File: config.mk
export PLATFORM = sky130hd
export DESIGN_NAME = tltw_hist_cell
export DESIGN_NICKNAME = d
export VERILOG_FILES = /design/src/hw/rtl/tltw_hist_cell.sv
export SDC_FILE = /design/constraint.sdc
export NUM_CORES = 1
export LEC_CHECK = 0
export ABC_AREA = 1
export BUFFER_PORTS_ARGS = -buffer_cell sky130_fd_sc_hd__buf_4
export CAP_MARGIN = 5
export CORE_ASPECT_RATIO = 0.6
export CORE_MARGIN = 2
export CORE_UTILIZATION = 42
export DETAILED_ROUTE_END_ITERATION = 8
export MAX_ROUTING_LAYER = met4
export PLACE_DENSITY_LB_ADDON = 0.08
export SLEW_MARGIN = 20
export SYNTH_ARGS = -nofsm -noshare
export SYNTH_HDL_FRONTEND = slang
export SYNTH_SLANG_ARGS = --single-unit
File: constraint.sdc
create_clock -name aclk -period 1.3 [get_ports aclk]
set_clock_uncertainty 0.1 [all_clocks]
set_input_delay 0.065 -clock aclk [delete_from_list [all_inputs] [get_ports aclk]]
set_output_delay 0.065 -clock aclk [all_outputs]
set_load 0.05 [all_outputs]
File: src/hw/rtl/tltw_hist_cell.sv
// one history cell: holds a key, shifts towards the tail on insert, compares on probe
module tltw_hist_cell #(
    parameter int KEY_BITS = 32
) (
    input  logic                aclk,
    input  logic                aresetn,
    input  logic                shift_in,
    input  logic [KEY_BITS-1:0] key_in,
    input  logic                valid_in,
    input  logic [KEY_BITS-1:0] probe_key,
    input  logic                keep,
    output logic [KEY_BITS-1:0] key_out,
    output logic                valid_out,
    output logic                hit
);
    logic [KEY_BITS-1:0] key_reg;
    logic                valid_reg;
    logic                valid_next;

    always_comb begin
        valid_next = valid_reg;
        if (shift_in) begin
            valid_next = valid_in;
        end
        if (!keep) begin
            valid_next = 1'b0;
        end
    end

    always_ff @(posedge aclk) begin
        if (shift_in) begin
            key_reg <= key_in;
        end
        if (!aresetn) begin
            valid_reg <= 1'b0;
        end else begin
            valid_reg <= valid_next;
        end
    end

    assign key_out   = key_reg;
    assign valid_out = valid_reg;
    assign hit       = valid_reg && (key_reg == probe_key);
endmodule

[Word-level counts from Yosys, hierarchy flattened]
Cells that the tools add are included.
Word-level totals
  word-level logic and storage cells: 5
  flip-flop bits (word level): 33
  output and inout port bits: 34
  input bits: 69
Operators by class
  equal/unequal tests: 1
  reductions and logical operators: 2
Operators with widths (number)
  $eq A32 B32 Y1: 1
  $reduce_and A2 Y1: 1
  $logic_and A1 B1 Y1: 1

[Depth between registers and ports, before layout]
  word-level depth: 2
  mapped depth: 8
  gate-level depth less buffers: 8

[Worst setup path after synthesis]
OpenSTA, ideal clock, no wires.
  path kind: reg2out
  start: register key_reg[15] (netlist: key_out[15])
  end: output hit
  required time: 1.135 ns
  setup slack: -0.685 ns
  stages on the path, launching flop included: 7
  path buffers: 0
  arrival: 1.820 ns
  cell sequence: edfxtp_1 > nand2_1 > o21ai_1 > or2_0 > nor2_1 > nand3_1 > nor2_1
On the way
  cells in the longest elaborated chain, start to end: 2
Ends and longest elaborated chain
  start: declaration: RTL line 16  | logic [KEY_BITS-1:0] key_reg;
  start signal: assignment: RTL line 32  | key_reg <= key_in;
  $eq A32 B32 Y1: RTL line 43  | assign hit = valid_reg && (key_reg == probe_key);
  $logic_and A1 B1 Y1: RTL line 43
  end: declaration: RTL line 14  | output logic hit
Every way passes these cells.

[Final worst setup path]
  start: register key_reg[1] (netlist: key_out[1])
  end: output hit
Same word-level chain as after synthesis.

==> impl_metrics.ini <==
[logic_synthesis]
synth_edf_count = 32
ys_top_cells_by_area = edfxtp_1 60%, nand2_1 14%, inv_1 9.0%, nor2_1 5.2%, xnor2_1 2.2%
synth_top_cell_area_share = 0.604
synthFlopType = edfxtp_1
synthArstFlopShare = 0
synth-seq-area-share = 0.616
syn_avg_cell_area_um2 = 9.09
syn-num-nets = 244
ys_top_cells_by_count = 58 x nand2_1, 38 x inv_1, 32 x edfxtp_1
yosysWarnings = 0
synth_top_area_cell = edfxtp_1
synth_most_common_cell = nand2_1
synth_area_um2 = 1590
synth_seq_cells = 33
synthDistinctLibCells = 16
syn_inst = 175

[floorplan]
die_area_um2 = 4310
start_util = 0.435
fp.coreArea_um2 = 3660
rows = 17
die_x_um = 83.5
ioPinCount = 103
fp.dieH_um = 51.7

[drt]
wl_per_cell_um = 12.8
dr_wl_met3_um = 306
drt-pass1-iter-count = 4
wl_met2_um = 2520
maxUsedRoutingLayer = met4
routed_wl_um = 4970
wl_met1_um = 2060
drc_errors = 0
vias = 1723
viasPerCell = 4.45
ant_nets = 0
drtIter0Drc = 53

[layout]
finalInstanceArea_um2 = 3070
final_cells = 387
drive_gt1_frac = 0.409
n_antenna_cell = 0
fill_cells = 224
syn_to_final_growth_pct = 92.6
seq_area_um2 = 981
final_nets = 408
multi_input_comb_area_um2 = 492

[critical_path]
r2r-start = valid_out
arrival_ps = 1540
reg2regPathDepth = 2
cp.required_ps = 1130
crit_path_max_fanout = 3
reg2reg_to = valid_out
crit_path_start_kind = flip-flop
end_kind = output pin
path_class = reg2out
rrSetupSlack_ps = 510

[placement]
placed_area_um2 = 2530
place_hpwl_um = 3170
gp_congestion = 0.772
place_inst = 338
port_buffers = 102

[sta]
tightest_slew_ps = 434
slew_headroom = 0.711
period_minus_slack_ps = 1710
hold_violations = 0
max_freq_ghz = 0.586
post-route-period-util = 1.31
rsz0062_at_grt = yes
drv_slew = 0
setup_viol = 1
layout_setup_ws_ps = -406

[power]
vdd_drop_max_mv = 0.787
finalPower_uw = 3200
power.leakage_uw = 0.00156
power_density_nw_per_um2 = 1040

[clocking]
clock_latency_ps = 280
path_clk_slew_ps = 70
cts_tree = yes
clock_path_buffers = 2
cts-buffers-inserted = 5
htreeDepth = 2
clock_sinks = 33
cts_root_buffer = clkbuf_8

[min_path]
holdPathStages = 1
hp-start = shift_in
holdPathEnd = key_out[6]
hold_path_class = in2reg

[run_status]
failed_checks = negative setup slack
status = complete, but fails checks

[global_route]
grt_start_max_net_pins = 35
grt.total_usage = 0.236
overflow = 0
grt_pass1_wl_um = 7450
grt_pass1_vias = 1758
antenna_found_initial = 0

[job]
drv_cap = 0
-- power breakdown --
| part | total [uW] | switching [uW] | internal [uW] | leakage, uW |
|---|---|---|---|---|
| registers | 1320 | 60.2 | 1260 | 0.000321 |
| logic | 950 | 519 | 431 | 0.00118 |
| clock network | 928 | 362 | 565 | 0.0000528 |
| total | 3200 | 942 | 2260 | 0.00156 |
-- critical path: stages (launching register included) --
cell	delay, ps
edfxtp_1	420
nand2_1	90
nand2_1	90
nor2_2	100
nand2_1	70
nor2_2	130
nand3_2	100
nor2_4	100
buf_8	150
-- cells by family (layout without fill, tap and decap cells) --
kind of cell / count (synthesis) / in the layout / share of synthesized area
xor gates and xnor gates: 7 / 7 / 0.0385
and+or+nand+nor: 86 / 86 / 0.216
DFF: 33 / 33 / 0.616
AOI/OAI and AO/OA: 10 / 10 / 0.0369
buffers and inverters: 39 / 204 / 0.0920
-- layout make-up --
type,count,area share
inverter,39,0.0478
clock inverter,2,0.0110
tap,47,0.0192
multi-input combinational,103,0.160
timing repair buffer,157,0.418
sequential,33,0.320
clock buffer,6,0.0237
-- cell usage in the layout (no fill, tap or decap) --
master,netlist,layout
xnor2_1,4,4
o21ai_0,4,1
or2_0,2,2
o211ai_1,2,2
nand2_1,58,58
o21ai_1,2,5
clkbuf_1,0,1
inv_1,38,38
clkinv_1,0,1
nor3_4,1,1
clkbuf_8,0,5
buf_4,0,119
dfxtp_1,1,1
buf_8,0,1
dlygate4sd3_1,0,35
nor2_2,0,6
nor2_1,22,15
nand3_1,3,2
nand3_2,0,1
nor2_4,0,1
inv_2,1,1
o21a_2,1,1
xor2_1,3,3
edfxtp_1,32,32
bufinv_16,0,1
a21oi_1,1,1
buf_6,0,2
-- sequential cells by signal, summed over array words and instances (netlist names) --
signal	count
valid_out	1
key_out	32
-- repair_timing --
action,in CTS,in global routing
hold buffers,35,0
pin swaps,8,6
hold endpoints to repair,33,0
endpoints found under the setup margin,1,2
setup buffers,4,2
gates resized for setup,7,5
-- metrics by stage --
stage / setup slack [ps] / utilization / TNS [ps] / hold slack (ps)
after floorplan: -319 / - / -319 / 59.4
after global placement: -208 / 0.691 / -208 / 143
after detailed placement: -221 / 0.691 / -221 / 144
after CTS: -403 / 0.830 / -403 / 154
after global routing: -483 / 0.838 / -513 / 161
final: -406 / 0.838 / -406 / 149
-- per-layer routing --
metal | GRT usage | up-vias
met4 | 0.0780 | 0
met5 | - | -
li1 | - | 863
met1 | 0.255 | 783
met3 | 0.0587 | 11
met2 | 0.441 | 66
-- worst max-delay path by stage --
stage / startpoint / slack (ps) / to
CTS: key_out[15] / -400 / hit
finish: key_out[1] / -410 / hit
floorplan: key_out[15] / -320 / hit
global route: key_out[8] / -480 / hit
global placement: key_out[31] / -210 / hit
detailed placement: key_out[31] / -220 / hit
Note: power is estimated with default switching activity, not from simulation.
